$ cat src/rtl/fpa_pkg.sv
// Shared types, codes and widths of the Q24.8 fixed-point ALU.
package fpa_pkg;

    localparam int FRAC_BITS   = 8;
    localparam int WORD_BITS   = 32;
    localparam int CMD_BITS    = 4;
    localparam int DVD_BITS    = WORD_BITS + FRAC_BITS;
    localparam int REM_BITS    = WORD_BITS + 1;
    localparam int PROD_BITS   = 2 * WORD_BITS;
    localparam int DIV_STEPS   = DVD_BITS;
    localparam int QUEUE_DEPTH = 2;

    localparam logic [CMD_BITS-1:0] CMD_ADD  = 4'd0;
    localparam logic [CMD_BITS-1:0] CMD_SUB  = 4'd1;
    localparam logic [CMD_BITS-1:0] CMD_MUL  = 4'd2;
    localparam logic [CMD_BITS-1:0] CMD_DIV  = 4'd3;
    localparam logic [CMD_BITS-1:0] CMD_EQ   = 4'd4;
    localparam logic [CMD_BITS-1:0] CMD_NE   = 4'd5;
    localparam logic [CMD_BITS-1:0] CMD_LT   = 4'd6;
    localparam logic [CMD_BITS-1:0] CMD_LE   = 4'd7;
    localparam logic [CMD_BITS-1:0] CMD_GT   = 4'd8;
    localparam logic [CMD_BITS-1:0] CMD_GE   = 4'd9;
    localparam logic [CMD_BITS-1:0] CMD_MAX  = 4'd10;
    localparam logic [CMD_BITS-1:0] CMD_MIN  = 4'd11;
    localparam logic [CMD_BITS-1:0] CMD_FINT = 4'd12;
    localparam logic [CMD_BITS-1:0] CMD_TINT = 4'd13;
    localparam logic [CMD_BITS-1:0] CMD_INC  = 4'd14;

    typedef enum logic [3:0] {
        OP_ADD, OP_SUB, OP_MUL, OP_DIV, OP_EQ, OP_NE, OP_LT, OP_LE,
        OP_GT, OP_GE, OP_MAX, OP_MIN, OP_FINT, OP_TINT, OP_INC, OP_NONE
    } op_t;

    typedef struct packed {
        op_t                  op;
        logic [WORD_BITS-1:0] a;
        logic [WORD_BITS-1:0] b;
    } item_t;

    typedef struct packed {
        op_t                  op;
        logic                 neg;
        logic [REM_BITS-1:0]  rem;
        logic [DVD_BITS-1:0]  quo;
        logic [WORD_BITS-1:0] dvs;
        logic [WORD_BITS-1:0] value;
        logic                 cmp;
        logic                 ovf;
        logic                 dbz;
    } work_t;

endpackage

$ cat src/rtl/fpa_front.sv
// Front stage: accept items and classify the command.
module fpa_front
(
    input  logic                                  clk,
    input  logic                                  rst_n,
    input  logic                                  push,
    output logic                                  full,
    input  logic [fpa_pkg::CMD_BITS-1:0]          command,
    input  logic signed [fpa_pkg::WORD_BITS-1:0]  operand_a,
    input  logic signed [fpa_pkg::WORD_BITS-1:0]  operand_b,
    input  logic                                  q_full,
    output logic                                  item_vld,
    output fpa_pkg::item_t                        item
);

    logic           vld_reg;
    fpa_pkg::item_t item_reg;
    fpa_pkg::item_t item_next;

    assign full     = vld_reg && q_full;
    assign item_vld = vld_reg;
    assign item     = item_reg;

    always_comb
    begin
        item_next.a = operand_a;
        item_next.b = operand_b;
        unique case (command)
            fpa_pkg::CMD_ADD:  item_next.op = fpa_pkg::OP_ADD;
            fpa_pkg::CMD_SUB:  item_next.op = fpa_pkg::OP_SUB;
            fpa_pkg::CMD_MUL:  item_next.op = fpa_pkg::OP_MUL;
            fpa_pkg::CMD_DIV:  item_next.op = fpa_pkg::OP_DIV;
            fpa_pkg::CMD_EQ:   item_next.op = fpa_pkg::OP_EQ;
            fpa_pkg::CMD_NE:   item_next.op = fpa_pkg::OP_NE;
            fpa_pkg::CMD_LT:   item_next.op = fpa_pkg::OP_LT;
            fpa_pkg::CMD_LE:   item_next.op = fpa_pkg::OP_LE;
            fpa_pkg::CMD_GT:   item_next.op = fpa_pkg::OP_GT;
            fpa_pkg::CMD_GE:   item_next.op = fpa_pkg::OP_GE;
            fpa_pkg::CMD_MAX:  item_next.op = fpa_pkg::OP_MAX;
            fpa_pkg::CMD_MIN:  item_next.op = fpa_pkg::OP_MIN;
            fpa_pkg::CMD_FINT: item_next.op = fpa_pkg::OP_FINT;
            fpa_pkg::CMD_TINT: item_next.op = fpa_pkg::OP_TINT;
            fpa_pkg::CMD_INC:  item_next.op = fpa_pkg::OP_INC;
            default:           item_next.op = fpa_pkg::OP_NONE;
        endcase
    end

    always_ff @(posedge clk or negedge rst_n)
    begin
        if (!rst_n)
        begin
            vld_reg <= 1'b0;
        end
        else if (!full)
        begin
            vld_reg <= push;
        end
    end

    always_ff @(posedge clk)
    begin
        if (!full && push)
        begin
            item_reg <= item_next;
        end
    end

endmodule

$ cat config.mk
export PLATFORM = sky130hd
export DESIGN_NAME = fpa_front
export DESIGN_NICKNAME = d
export VERILOG_FILES = /design/src/rtl/fpa_pkg.sv /design/src/rtl/fpa_front.sv
export SDC_FILE = /design/constraint.sdc
export NUM_CORES = 1
export LEC_CHECK = 0
export BUFFER_PORTS_ARGS = -buffer_cell sky130_fd_sc_hd__buf_4
export CORE_MARGIN = 1
export CORE_UTILIZATION = 44
export DETAILED_ROUTE_END_ITERATION = 10
export PLACE_DENSITY = 0.81
export SLEW_MARGIN = 15
export SYNTH_ARGS = -nofsm -noshare
export SYNTH_HDL_FRONTEND = slang
export SYNTH_SLANG_ARGS = --single-unit
$ cat constraint.sdc
create_clock -name clk -period 5 [get_ports clk]
set_input_delay 1 -clock clk [delete_from_list [all_inputs] [get_ports clk]]
set_output_delay 1 -clock clk [all_outputs]
set_load 0.03 [all_outputs]
== Yosys cells after proc, flatten, opt, wreduce, memory -nomap -nowiden ==
Memory sizes are Yosys's and may differ from the RTL's. A register that Yosys moved wholly into a read port is not among the register bits.
Cells that the tools add are included.
Storage, ports and cells
  register bits after elaboration: 65
  bits in latches: 0
  memory bits (writable): 0
  ROM bits: 64
  bits of input ports: 72
  output and inout port bits: 70
  word-level logic and storage cells: 7
  memories kept: 1
Cells by class
  add/subtract/negate cells: 0
  multiply operators: 0
  divide/modulo/power cells: 0
  order comparisons: 0
  equality and inequality tests: 0
  shifts and indexed selects: 0
  muxes and demuxes: 0
  bitwise gates (word level): 0
  reductions and logical operators: 3
Memories
  (no name shown): words 16, bits a word 4, read ports 1, clocked after memory_dff 1, write ports 0, RTL line fpa_front.sv:28  | unique case (command)
Operators by type and width (number)
  $logic_and A1 B1 Y1: 2
  $logic_not A1 Y1: 1

== Depth between registers and ports, before layout ==
  word-level depth: 3
  gate-level depth with buffers: 1
  gate-level depth less buffers: 1

== Least setup slack after synthesis ==
Ideal clock, no wire load.
  kind: input to register
  from: in q_full
  to: reg item_reg (netlist bit item[0]), enable pin
  setup time: 0.449 ns
  data arrival time: 2.954 ns
  path slack: 1.597 ns
  cell stages on the path: 1
  buffers on the path: 0
  cells stage by stage: a21boi_2
On the way
  longest elaborated chain between the ends: 3
Ends and longest elaborated chain
  start: declaration: RTL line fpa_front.sv:11  | input logic q_full,
  $logic_and A1 B1 Y1: RTL line fpa_front.sv:20  | assign full = vld_reg && q_full;
  $logic_not A1 Y1: RTL line fpa_front.sv:62  | if (!full && push)
  $logic_and A1 B1 Y1: RTL line fpa_front.sv:62
  end signal: assignment: RTL line fpa_front.sv:64  | item_reg <= item_next;
  end: declaration: RTL line fpa_front.sv:17  | fpa_pkg::item_t item_reg;
Every way passes these cells.
A chain may end at the register's enable or synchronous reset.

== Final worst setup path ==
  from: in q_full
  to: out full
On the way
  longest elaborated chain between the ends: 1
Ends and longest elaborated chain
  $logic_and A1 B1 Y1: RTL line fpa_front.sv:20
  end: declaration: RTL line fpa_front.sv:7  | output logic full,
Every way passes these cells.

==> results by group <==
Route
  • Avg WL per Cell: 17.32 um
  • Routed vias/inst: 4.663
  • Residual DRC count: 13
  • Vias: 1315
  • Initial DRC count: 115
  • Final wirelength: 4884 um
  • Antenna Nets Post-Route: 0
  • Drt pass-1 iters: 7

Synth
  • Avg Inst Size Synth: 29.06 sq um
  • Distinct cells, synth: 5
  • Syn Std Cell Area: 0.002092 sq mm
  • Gate Count Post-Synth: 72
  • Syn_nets: 144
  • Cell taking the most area after synthesis: edfxtp_1
  • Synth top area cells: edfxtp_1, dfrtp_1, a21boi_2, a21o_1, and2_1
  • Seq/Total Area, Yosys: 0.9880
  • Yosys warns: 0
  • Top-area cell type share of the netlist area: 0.9761
  • Synthesized flop and latch total: 69

Pwr
  • Switching power: 301.3 uW
  • Sw Ratio: 0.2110
  • Internal Pwr Total: 1.127 mW
  • Clock power frac: 0.403
  • Combinational share of power: 0.118
  • Peak VDD IR: 0.3170 mV
  • Pwr dens: 409.0 mW/mm^2
  • Leak: 1.488 nW
  • Sequential share of power: 0.479

Floorplan
  • Die width: 70.96 um
  • Site Rows: 24
  • Starting Density: 0.4676
  • Chip Height: 70.96 um
  • Die area: 0.005035 sq mm
  • Core Area: 0.004474 sq mm
  • I/O Pins: 142

Critical path
  • CP Cell Sequence: buf_4, and2_1, buf_4
  • WP data arrival: 1.42 ns
  • Reg-to-reg setup timing slack: 2.99 ns
  • R2R cell count: 2
  • Req. time, crit path: 4.00 ns
  • Top cell by count, worst path: buf_4
  • CP Max Fanout: 3
  • R2r startpoint: item_vld$_DFFE_PN0N_
  • CP bufs+invs: 2
  • Worst setup EP type: primary output
  • Worst path max stage delay: 0.16 ns
  • CP endpoint: full
  • Critical-path top delay cell: buf_4
  • Crit start category: primary input
  • CP Class: in2out
  • Reg2reg end: item[9]$_DFFE_PP_
  • CP top delay family: buffers and inverters
  • CP startpoint: q_full
  • Worst path depth: 3

Timing
  • Final setup violating endpoints: 0
  • Max-slew headroom: 0.5355
  • Maximum clock frequency: 0.4132 GHz
  • Fin Clk Skew: 0.006502 ns
  • Final min period: 2.420 ns
  • TNS Setup: 0 ns
  • RSZ-0062 raised after global routing: false
  • Final worst path period share: 0.4840
  • Final hold violation count: 0
  • Slew Viols, Final: 0
  • Slew @ Worst Pin: 0.6950 ns

Hold path
  • Tightest Hold Check Type: in2async

Global route
  • First-pass GRT wire length: 7086 um
  • Number of global-route vias before repair: 1354
  • Grt total ovfl: 0
  • Largest net degree at the start of global routing: 47
  • Antenna violations before repair: 0
  • Gr usage total: 0.2001

Layout
  • Final instance area: 0.003492 sq mm
  • Share of layout cells above drive strength 1: 0.6870
  • P&R area growth vs syn: 66.93%
  • ANT cells: 0
  • Nets: 297
  • Final Util: 0.7805
  • Largest register FFs: 68

Clocking
  • Clock Latency Late Sink: 0.33 ns
  • CTS buffer count: 9
  • PostCTS Resize Cnt: 0
  • Setup Buffers After CTS: 0
  • Clock sinks: 69
  • Hold buffers post-CTS: 0
  • Root Buffer: clkbuf_8
  • Clock buffer depth: 2
  • H-tree depth: 3
  • CTS tree: yes
  • Worst-path clk slew: 0.07 ns

Outcome
  • Status: finished, violations left
  • Failing checks: design-rule violations

Flow run
  • Maximum capacitance violations: 0

Place
  • PortBufs: 141
  • Area post-placement: 0.003231 sq mm
  • Placer Congestion: 0.7141
## placed cells by master (no fill, tap or decap)
master,count
clkbuf_8,9
bufinv_16,4
a21boi_4,1
and2_1,1
clkinv_2,1
dfrtp_1,1
edfxtp_1,68
a21o_1,1
clkinv_4,1
buf_4,142
clkinv_1,1
## worst register-to-register path, stage by stage, from the launching register on
cell and delay [ns]:
dfrtp_1 0.44, a21boi_4 0.59, buf_4 0.60
## Yosys cell counts, drive strengths merged
| master | number |
|---|---|
| a21boi | 1 |
| edfxtp | 68 |
| and2 | 1 |
| a21o | 1 |
| dfrtp | 1 |
## stage by stage
stage          setup WS (ns)  std cells  hold WS, ns  total power [mW]
2_1_floorplan          1.597         72       0.7044            0.7722
3_3_place_gp           2.308        266       0.5661            0.8603
3_5_place_dp           2.297        266       0.5846            0.8655
4_1_cts                2.578        282       0.4237             1.438
5_1_grt                2.555        282       0.4194             1.468
6_report               2.580        282       0.4383             1.428
## power groups by stage
stage / clock, mW / combinational [mW] / sequential (mW)
floorplan: 0 / 0.0124 / 0.760
global placement: 0 / 0.166 / 0.694
detailed placement: 0 / 0.169 / 0.696
CTS: 0.584 / 0.170 / 0.685
global route: 0.606 / 0.175 / 0.687
finish: 0.576 / 0.168 / 0.684
## logic make-up after synthesis
family | count (synthesis) | share of synthesized area
and+or+nand+nor | 1 | 0.002992
DFF | 69 | 0.9880
AOI/OAI and AO/OA | 2 | 0.008972
## how the worst min path moves through the flow
stage	startpoint	end	slack (ns)	depth (start not counted)
2_1_floorplan	rst_n	item_vld$_DFFE_PN0N_	0.70	0
3_3_place_gp	item_vld$_DFFE_PN0N_	item_vld$_DFFE_PN0N_	0.57	1
3_5_place_dp	item_vld$_DFFE_PN0N_	item_vld$_DFFE_PN0N_	0.58	1
4_1_cts	rst_n	item_vld$_DFFE_PN0N_	0.42	1
5_1_grt	rst_n	item_vld$_DFFE_PN0N_	0.42	1
6_report	rst_n	item_vld$_DFFE_PN0N_	0.44	1
## cell type report
cell class	count	area, sq um
Timing Repair Buffer	142	1066
Multi-Input combinational cell	3	32.53
Tap cell	52	65.06
Clock buffer	9	123.9
Clock inverter	7	137.6
Sequential cell	69	2067
Fill cell	246	982.2
## layer usage
metal | vias up | global-route usage | part of all wire
li1 | 595 | - | -
met1 | 630 | 0.2026 | 0.34
met2 | 86 | 0.3718 | 0.56
met3 | 4 | 0.06410 | 0.093
met4 | 0 | 0.09333 | 0.0096
met5 | - | 0 | 0
No activity file was read; power rests on OpenSTA's default activity.
