===== src/rtl/fpa_pkg.sv =====
// Shared types, codes and widths of the Q24.8 fixed-point ALU.
package fpa_pkg;

    localparam int FRAC_BITS   = 8;
    localparam int WORD_BITS   = 32;
    localparam int CMD_BITS    = 4;
    localparam int DVD_BITS    = WORD_BITS + FRAC_BITS;
    localparam int REM_BITS    = WORD_BITS + 1;
    localparam int PROD_BITS   = 2 * WORD_BITS;
    localparam int DIV_STEPS   = DVD_BITS;
    localparam int QUEUE_DEPTH = 2;

    localparam logic [CMD_BITS-1:0] CMD_ADD  = 4'd0;
    localparam logic [CMD_BITS-1:0] CMD_SUB  = 4'd1;
    localparam logic [CMD_BITS-1:0] CMD_MUL  = 4'd2;
    localparam logic [CMD_BITS-1:0] CMD_DIV  = 4'd3;
    localparam logic [CMD_BITS-1:0] CMD_EQ   = 4'd4;
    localparam logic [CMD_BITS-1:0] CMD_NE   = 4'd5;
    localparam logic [CMD_BITS-1:0] CMD_LT   = 4'd6;
    localparam logic [CMD_BITS-1:0] CMD_LE   = 4'd7;
    localparam logic [CMD_BITS-1:0] CMD_GT   = 4'd8;
    localparam logic [CMD_BITS-1:0] CMD_GE   = 4'd9;
    localparam logic [CMD_BITS-1:0] CMD_MAX  = 4'd10;
    localparam logic [CMD_BITS-1:0] CMD_MIN  = 4'd11;
    localparam logic [CMD_BITS-1:0] CMD_FINT = 4'd12;
    localparam logic [CMD_BITS-1:0] CMD_TINT = 4'd13;
    localparam logic [CMD_BITS-1:0] CMD_INC  = 4'd14;

    typedef enum logic [3:0] {
        OP_ADD, OP_SUB, OP_MUL, OP_DIV, OP_EQ, OP_NE, OP_LT, OP_LE,
        OP_GT, OP_GE, OP_MAX, OP_MIN, OP_FINT, OP_TINT, OP_INC, OP_NONE
    } op_t;

    typedef struct packed {
        op_t                  op;
        logic [WORD_BITS-1:0] a;
        logic [WORD_BITS-1:0] b;
    } item_t;

    typedef struct packed {
        op_t                  op;
        logic                 neg;
        logic [REM_BITS-1:0]  rem;
        logic [DVD_BITS-1:0]  quo;
        logic [WORD_BITS-1:0] dvs;
        logic [WORD_BITS-1:0] value;
        logic                 cmp;
        logic                 ovf;
        logic                 dbz;
    } work_t;

endpackage


===== src/rtl/fpa_queue.sv =====
// Small queue between the front and back stages.
module fpa_queue
(
    input  logic           clk,
    input  logic           rst_n,
    input  logic           wr_en,
    input  fpa_pkg::item_t wr_item,
    output logic           q_full,
    input  logic           rd_en,
    output fpa_pkg::item_t rd_item,
    output logic           q_vld
);

    localparam int PTR_W = (fpa_pkg::QUEUE_DEPTH > 1) ? $clog2(fpa_pkg::QUEUE_DEPTH) : 1;
    localparam int CNT_W = $clog2(fpa_pkg::QUEUE_DEPTH + 1);

    fpa_pkg::item_t   mem_reg [fpa_pkg::QUEUE_DEPTH];
    logic [PTR_W-1:0] wr_ptr_reg;
    logic [PTR_W-1:0] wr_ptr_next;
    logic [PTR_W-1:0] rd_ptr_reg;
    logic [PTR_W-1:0] rd_ptr_next;
    logic [CNT_W-1:0] cnt_reg;
    logic [CNT_W-1:0] cnt_next;
    logic             do_wr;
    logic             do_rd;

    assign q_full  = (cnt_reg == CNT_W'(fpa_pkg::QUEUE_DEPTH));
    assign q_vld   = (cnt_reg != '0);
    assign rd_item = mem_reg[rd_ptr_reg];
    assign do_wr   = wr_en && !q_full;
    assign do_rd   = rd_en && q_vld;

    always_comb
    begin
        wr_ptr_next = wr_ptr_reg;
        rd_ptr_next = rd_ptr_reg;
        cnt_next    = cnt_reg;
        if (do_wr)
        begin
            wr_ptr_next = (wr_ptr_reg == PTR_W'(fpa_pkg::QUEUE_DEPTH - 1)) ? '0
                                                                            : wr_ptr_reg + 1'b1;
        end
        if (do_rd)
        begin
            rd_ptr_next = (rd_ptr_reg == PTR_W'(fpa_pkg::QUEUE_DEPTH - 1)) ? '0
                                                                            : rd_ptr_reg + 1'b1;
        end
        if (do_wr && !do_rd)
        begin
            cnt_next = cnt_reg + 1'b1;
        end
        else if (do_rd && !do_wr)
        begin
            cnt_next = cnt_reg - 1'b1;
        end
    end

    always_ff @(posedge clk or negedge rst_n)
    begin
        if (!rst_n)
        begin
            wr_ptr_reg <= '0;
            rd_ptr_reg <= '0;
            cnt_reg    <= '0;
        end
        else
        begin
            wr_ptr_reg <= wr_ptr_next;
            rd_ptr_reg <= rd_ptr_next;
            cnt_reg    <= cnt_next;
        end
    end

    always_ff @(posedge clk)
    begin
        if (do_wr)
        begin
            mem_reg[wr_ptr_reg] <= wr_item;
        end
    end

endmodule


===== config.mk =====
export PLATFORM = sky130hd
export DESIGN_NAME = fpa_queue
export DESIGN_NICKNAME = d
export VERILOG_FILES = /design/src/rtl/fpa_pkg.sv /design/src/rtl/fpa_queue.sv
export SDC_FILE = /design/constraint.sdc
export NUM_CORES = 1
export LEC_CHECK = 0
export ABC_AREA = 1
export BUFFER_PORTS_ARGS = -buffer_cell sky130_fd_sc_hd__buf_4
export CAP_MARGIN = 20
export CORE_MARGIN = 5
export CORE_UTILIZATION = 52
export DETAILED_ROUTE_END_ITERATION = 8
export HOLD_SLACK_MARGIN = 0.1
export PLACE_DENSITY_LB_ADDON = 0.25
export RECOVER_POWER = 25
export SYNTH_ARGS = -nofsm -noshare
export SYNTH_HDL_FRONTEND = slang
export SYNTH_SLANG_ARGS = --single-unit

===== constraint.sdc =====
create_clock -name clk -period 5.36 [get_ports clk]
set_input_delay 0.536 -clock clk [delete_from_list [all_inputs] [get_ports clk]]
set_output_delay 0.536 -clock clk [all_outputs]
set_load 0.1 [all_outputs]

### Word-level counts from Yosys, hierarchy flattened

Memories as Yosys holds them, arrays and structs flattened.
Cells that the tools add are included.

| word-level totals | value |
|---|---|
| register bits after elaboration | 4 |
| RAM bits | 136 |
| output and inout bits | 70 |
| logic and storage cells | 24 |
| memories kept | 1 |

Memories:

| name | words | width | rd ports | clocked after Yosys merged registers in | wr ports | line | text |
|---|---|---|---|---|---|---|---|
| mem_reg | 2 | 68 | 1 | 0 | 1 | fpa_queue.sv:17 | `fpa_pkg::item_t mem_reg [fpa_pkg::QUEUE_DEPTH];` |

| operators by class | value |
|---|---|
| add/sub/neg operators | 4 |
| eq/ne operators | 1 |
| multiplexer cells | 6 |
| reduce and logical (&&, ||, !) cells | 9 |

Operators with widths:

| operator | count |
|---|---|
| 1-bit logical AND | 4 |
| 1-bit two-way mux | 4 |
| 2-bit two-way mux | 2 |
| 2-bit nonzero test | 2 |
| 1-bit zero test | 3 |
| 1-bit adder (second input constant) | 2 |
| 2-bit by 1-bit adder with 2-bit output (second input constant) | 1 |
| 2-bit equality test (second input constant) | 1 |
| 2-bit by 1-bit subtractor with 2-bit output (second input constant) | 1 |

### Depth between registers and ports, before layout

Gate-level depths: netlist of the first run.

| logic depth | value |
|---|---|
| word-level depth | 7 |
| gate-level depth with buffers | 9 |
| gate-level depth less buffers | 9 |

### Worst setup path after synthesis of the first run

Ideal clock, no wire load.

| timing | value |
|---|---|
| path kind | input to register |
| start | input wr_en |
| end | memory mem_reg[1][0] (netlist bit), enable pin |
| arrival time | 3.481 ns |
| slack | 1.384 ns |
| stages on the path | 2 |
| cell sequence | o21ai_0 nor2_1 |

| between the ends | value |
|---|---|
| cells in the longest elaborated chain, start to end | 3 |

RTL lines:

| what | line | text |
|---|---|---|
| start, declared | fpa_queue.sv:6 | `input logic wr_en,` |
| 1-bit logical AND | fpa_queue.sv:30 | `assign do_wr = wr_en && !q_full;` |
| 1-bit two-way mux | fpa_queue.sv:76 | `if (do_wr)` |
| 1-bit two-way mux (implied by the code) | fpa_queue.sv:78 | `mem_reg[wr_ptr_reg] <= wr_item;` |
| end, declared | fpa_queue.sv:17 |  |

No other way between the ends.

==> out/results.ini, run 1 <==
[clocking]
clock-sinks=140
tritoncts.num_buffers=17
cts-root-to-sink-buffers=2
cts_max_level=4
clkLatencyLatePin_ps=510
clock_tree.root_cell=clkbuf_8
cts_resized=0
cts_tree=built
clk_pin_slew_ps=60
cts_post_setup_buffers_inserted=0

[synthesis]
syn_avg_cell_area_um2=13.38
synth.largest_area_cell=edfxtp_1
synth.most_common_cell=nand2_1
synthesis.instances=387
area_share_of_the_largest_cell_type_after_synthesis=0.7890
netlist_top_cells_area=edfxtp_1 79%, nand2_1 16%, dfrtp_1 1.9%, buf_2 0.97%, buf_6 0.65%
synth-edff-count=136
synth.ff_latch_count=140
yosysWarnings=0
synth_async_sr_flop_share=0.02857
synthDistinctLibCells=14
ys_top_cells_by_count=215 x nand2_1, 136 x edfxtp_1, 10 x buf_2
synth_top_flop_cell=edfxtp_1
yosysSeqAreaShare=0.8083
post_syn_area_um2=5176
synth.net_count=460

[timing]
timing.hold.ws_ps=206.4
sum_of_negative_setup_slack_ps=0
layout_worst_path_cycle_share=0.5598
rsz0062_at_grt=no
timing.final.hold_violations=0
setup_clock_skew_after_layout_ps=5.134
report.final.setup_viol=0
slew_viol_final=0
worst_slew_margin_rel=0.3245
finalCriticalPeriod_ps=3000
worst-slew-pin-transition_ps=1011
max_freq_ghz=0.3333

[floorplanning]
die_x_um=109.8
pin_count=142
floorplan.initialDensity=0.5320
dieHeight_um=109.8
placement_row_count=36
die_area_um2=12050
core_area_um2=9729

[global_routing]
globalRoute.totalOverflow=0
pin_count_of_the_biggest_net_entering_global_routing=70
grt_use_total=0.1879
via_count_of_the_first_global_routing_pass=3402
first_pass_grt_wire_length_um=16480
number_of_antenna_violations_at_the_first_check_in_global_routing=0

[critical_path]
worstSetupStartpointType=flip-flop
rr_startpoint=cnt_reg[1]$_DFFE_PN0P_
end_kind=output port
required_ps=4820
worst-r2r-setup-slack_ps=2950
crit_arrival_ps=2460
setup.worst_path.class=flip-flop to output port
critical_path.reg2reg.endpoint=mem_reg[1][8]$_DFFE_PP_
reg2regPathDepth=4
cp_max_fo=69

[cells_and_area]
largest_reg_flops=136
final_layout_size_suffix_gt1_frac=0.3078
finish.utilization=0.7175
area.growth.synth_to_final_pct=34.86
stdcell_area_um2=6980
nets=609
fillerInstances=657
antenna_cells=0

[routing]
vias=3302
drt-total-wl_um=10670
drt_pass_1_iters=4
vias_per_cell=4.842
detail_route.iter0.violations=185
ant_nets=0
detail_route.drc_violations=0
detail_routed_net_length_per_standard_cell_um=15.64

[placement]
place_area_um2=6334
place.detailed.hpwl_um=6631
gp_congestion=0.7205
port-buffer-count=141

[job]
maxCapViolations=0

[worst_hold_path]
hold_path.startpoint=wr_item[37]
hp-class=primary input to flip-flop
holdPathStages=1
whs_endpoint=mem_reg[0][37]$_DFFE_PP_

[run_status]
run_status=completed

## cell usage in the layout, fill, tap and decap left out
master         Yosys  final
clkbuf_8           0      1
inv_4              1      1
clkinv_2           0      3
nand4_1            1      1
nand2_1          215    215
nand3_1            2      2
clkbuf_1           0     10
o21ai_0            1      1
clkbuf_4           0     41
bufinv_16          0      7
nor2_1             3      2
nor2_4             0      1
clkinvlp_4         0      1
ha_1               1      1
clkinv_4           0      1
dlygate4sd3_1      0      1
inv_1              7      6
xnor2_1            1      1
clkinv_1           0      1
edfxtp_1         136    136
dfrtp_1            4      3
dfrtp_2            0      1
inv_2              0      1
clkbuf_16          0     16
buf_4              2     95
## layout make-up
| type | count | area, um^2 | area share |
|---|---|---|---|
| clock buffers | 19 | 421.7 | 0.06041 |
| flip-flops and latches | 140 | 4185 | 0.5996 |
| repair buffers | 145 | 1061 | 0.1520 |
| multi-input cells | 224 | 868.3 | 0.1244 |
| inverters | 8 | 32.53 | 0.004660 |
| well taps | 133 | 166.4 | 0.02384 |
| clock inverters | 13 | 245.2 | 0.03513 |
## worst max-delay path, cell delays in order (launching register included)
cell     delay [ps]
dfrtp_2         680
inv_4           640
nand2_1         130
nand2_1         150
buf_4           310
## cells by family after synthesis
kind of cell | Yosys count | synth area share
xor gates and xnor gates | 1 | 0.001692
adders and majority gates | 1 | 0.002417
AOI/OAI and AO/OA | 1 | 0.0009660
buffers and inverters | 23 | 0.02538
and+or+nand+nor | 221 | 0.1612
DFF | 140 | 0.8083
## how the worst max path moves through the flow
stage,from,end,cells past startpoint
CTS,rd_ptr_reg$_DFFE_PN0P_,rd_item[30],4
global placement,wr_en,mem_reg[1][12]$_DFFE_PP_,4
detailed placement,wr_en,mem_reg[1][11]$_DFFE_PP_,4
finish,rd_ptr_reg$_DFFE_PN0P_,rd_item[30],4
global route,rd_ptr_reg$_DFFE_PN0P_,rd_item[25],4
floorplan,wr_en,mem_reg[1][0]$_DFFE_PP_,2
## metal layers
metal	wire, um	share of wire	GRT usage	vias up
met3	600	0.056	0.05344	22
met4	267	0.025	0.09172	0
li1	-	-	-	1598
met2	5482	0.51	0.3173	113
met1	4318	0.40	0.2210	1569
met5	0	0	0	-
## timing repair
action / in CTS / in global routing
endpoints found under the setup margin: 0 / 0
hold buffers: 1 / 0
endpoints found under the hold margin: 4 / 0
## stage by stage
step | instances | setup slack, ps
final | 682 | 2360
after CTS | 682 | 2276
after detailed placement | 649 | 2759
after global placement | 649 | 2795
after global routing | 682 | 2136
after floorplan | 387 | 1384
Power of run 1 is not shown: default switching activity piles up to over one toggle a cycle in this logic, so the estimate is an artifact.
==> run 2, diff against run 1 <==
- clock period: 5.36 -> 2.8 ns (I/O delays scaled with it)
==> run 2 against run 1 <==
  * Sequential share of layout area decreased by 5.0 points
  * Final area is 9.1% higher
  * First-iteration DRC count increased by 0.54%
  * Setup slack got worse by 2100 ps
  * Count of clock-buffer cells in the layout is 2 lower
  * Hold slack lost 29 ps
  * Clock skew increased by 0.59 ps
  * Core utilization up 6.5 points
  * Final cell count grew 10%
  * Via count increased by 9.1%
  * Largest cell class unchanged
==> out/results.ini, run 2 (same netlist as run 1, synthesis figures left out) <==
[floorplanning]
floorplan.initialDensity=0.5320
die_area_um2=12050
pin_count=142
core_area_um2=9729
die_x_um=109.8
dieHeight_um=109.8
placement_row_count=36

[worst_hold_path]
holdPathStages=5
whs_endpoint=wr_ptr_reg$_DFFE_PN0N_
hold_path.startpoint=wr_en
hp-class=primary input to flip-flop

[critical_path]
worstSetupStartpointType=flip-flop
critical_path.reg2reg.endpoint=mem_reg[1][58]$_DFFE_PP_
crit_buf_inv=2
required_ps=2520
critical-path-top-delay-family=buffers and inverters
crit_path_max_incr_delay_ps=670
end_kind=output port
setup.worst_path.class=flip-flop to output port
cp_max_fo=37
worst-r2r-setup-slack_ps=1020
timing.critical_path.cells=buf_4, nand2_1, nand2_1, buf_4
crit_arrival_ps=2250
rr_startpoint=cnt_reg[1]$_DFFE_PN0P_
reg2regPathDepth=4
crit_slowest_cell=dfrtp_4

[placement]
place.detailed.hpwl_um=6792
gp_congestion=0.7149
port-buffer-count=141

[timing]
slew_viol_final=0
rsz0062_at_grt=no
report.final.setup_viol=0
max_freq_ghz=0.3954
setup_clock_skew_after_layout_ps=5.728
worst-slew-pin-transition_ps=521.2
worst_slew_margin_rel=0.6525
finalCriticalPeriod_ps=2529
sum_of_negative_setup_slack_ps=0
timing.final.hold_violations=0
layout_worst_path_cycle_share=0.9033

[clocking]
clk_pin_slew_ps=60
clock_tree.root_cell=clkbuf_8
cts_post_setup_buffers_inserted=0
clkLatencyLatePin_ps=500
cts_max_level=4
cts_tree=built
cts-root-to-sink-buffers=2
clock-sinks=140
tritoncts.num_buffers=17

[cells_and_area]
fillerInstances=618
antenna_cells=0
layout_commonest_cell=nand2_1
final_layout_size_suffix_gt1_frac=0.2827
area.growth.synth_to_final_pct=47.09
layout_common_cells=215 x nand2_1, 136 x edfxtp_1, 100 x buf_4
nets=680
largest_reg_flops=136

[routing]
detail_routed_net_length_per_standard_cell_um=15.59
drt-total-wl_um=11720
vias=3602
drt_pass_1_iters=5
ant_nets=0
detail_route.iter0.violations=186
vias_per_cell=4.790
detail_route.drc_violations=0

[global_routing]
first_pass_grt_wire_length_um=18110
number_of_antenna_violations_at_the_first_check_in_global_routing=0
grt_use_total=0.2029
globalRoute.totalOverflow=0
via_count_of_the_first_global_routing_pass=3621
pin_count_of_the_biggest_net_entering_global_routing=70

[job]
maxCapViolations=0

[run_status]
run_status=completed

run 2: changes by cell type in the layout (fill, tap and decap cells not counted), sizes merged:
| cell | before | now |
|---|---|---|
| buf | 95 | 101 |
| bufinv | 7 | 2 |
| clkbuf | 68 | 61 |
| clkinv | 5 | 4 |
| clkinvlp | 1 | 5 |
| dlygate4sd3 | 1 | 71 |
| inv | 8 | 11 |
run 2: final cells by class:
class / instances / area, um^2 / share of cell area
inverter: 8 / 35.03 / 0.004601
clock buffer: 17 / 414.1 / 0.05440
multi-input combinational: 224 / 870.8 / 0.1144
timing repair buffer: 216 / 1793 / 0.2355
clock inverter: 14 / 146.4 / 0.01923
tap: 133 / 166.4 / 0.02186
sequential: 140 / 4188 / 0.5500
run 2: worst reg2reg max path, delay by kind of cell (launching register included):
family                 cells  cell delay (ps)
AO/OA/AOI/OAI              1              190
flip-flops                 1              370
AND/OR/NAND/NOR            1              370
buffers and inverters      2              480
run 2: what timing repair did:
| action | in CTS | in global routing |
|---|---|---|
| setup endpoints to repair | 0 | 16 |
| resized for setup | 0 | 2 |
| hold buffers | 71 | 0 |
| endpoints found under the hold margin | 141 | 0 |
run 2: how the worst max path moves through the flow:
stage | start | to | slack (ps) | cells past startpoint
2_1_floorplan | cnt_reg[0]$_DFFE_PN0P_ | mem_reg[0][0]$_DFFE_PP_ | 7 | 4
3_3_place_gp | rd_ptr_reg$_DFFE_PN0P_ | rd_item[56] | 700 | 4
3_5_place_dp | rd_ptr_reg$_DFFE_PN0P_ | rd_item[35] | 670 | 4
4_1_cts | rd_ptr_reg$_DFFE_PN0P_ | rd_item[63] | 70 | 4
5_1_grt | rd_ptr_reg$_DFFE_PN0P_ | rd_item[63] | 140 | 4
6_report | rd_ptr_reg$_DFFE_PN0P_ | rd_item[63] | 270 | 4
run 2: metal layers:
layer,wire [um],global-route usage,vias up,share of wire
met5,0,0,-,0
met4,49,0.05076,0,0.0042
met3,979,0.06048,4,0.084
met2,6141,0.3514,152,0.52
met1,4553,0.2504,1700,0.39
li1,-,-,1746,-
run 2: stage by stage:
step / worst slack, ps / utilization / std cells / hold WS (ps) / area [um^2]
floorplan: 7.210 / - / 387 / -15.59 / 5181
global placement: 702.0 / 0.6533 / 650 / 81.03 / 6356
detailed placement: 670.1 / 0.6533 / 650 / 82.06 / 6356
CTS: 70.03 / 0.7840 / 752 / 152.4 / 7627
global route: 141.0 / 0.7825 / 752 / 206.6 / 7614
finish: 270.7 / 0.7825 / 752 / 177.9 / 7614
Power of run 2 is left out for the same reason.
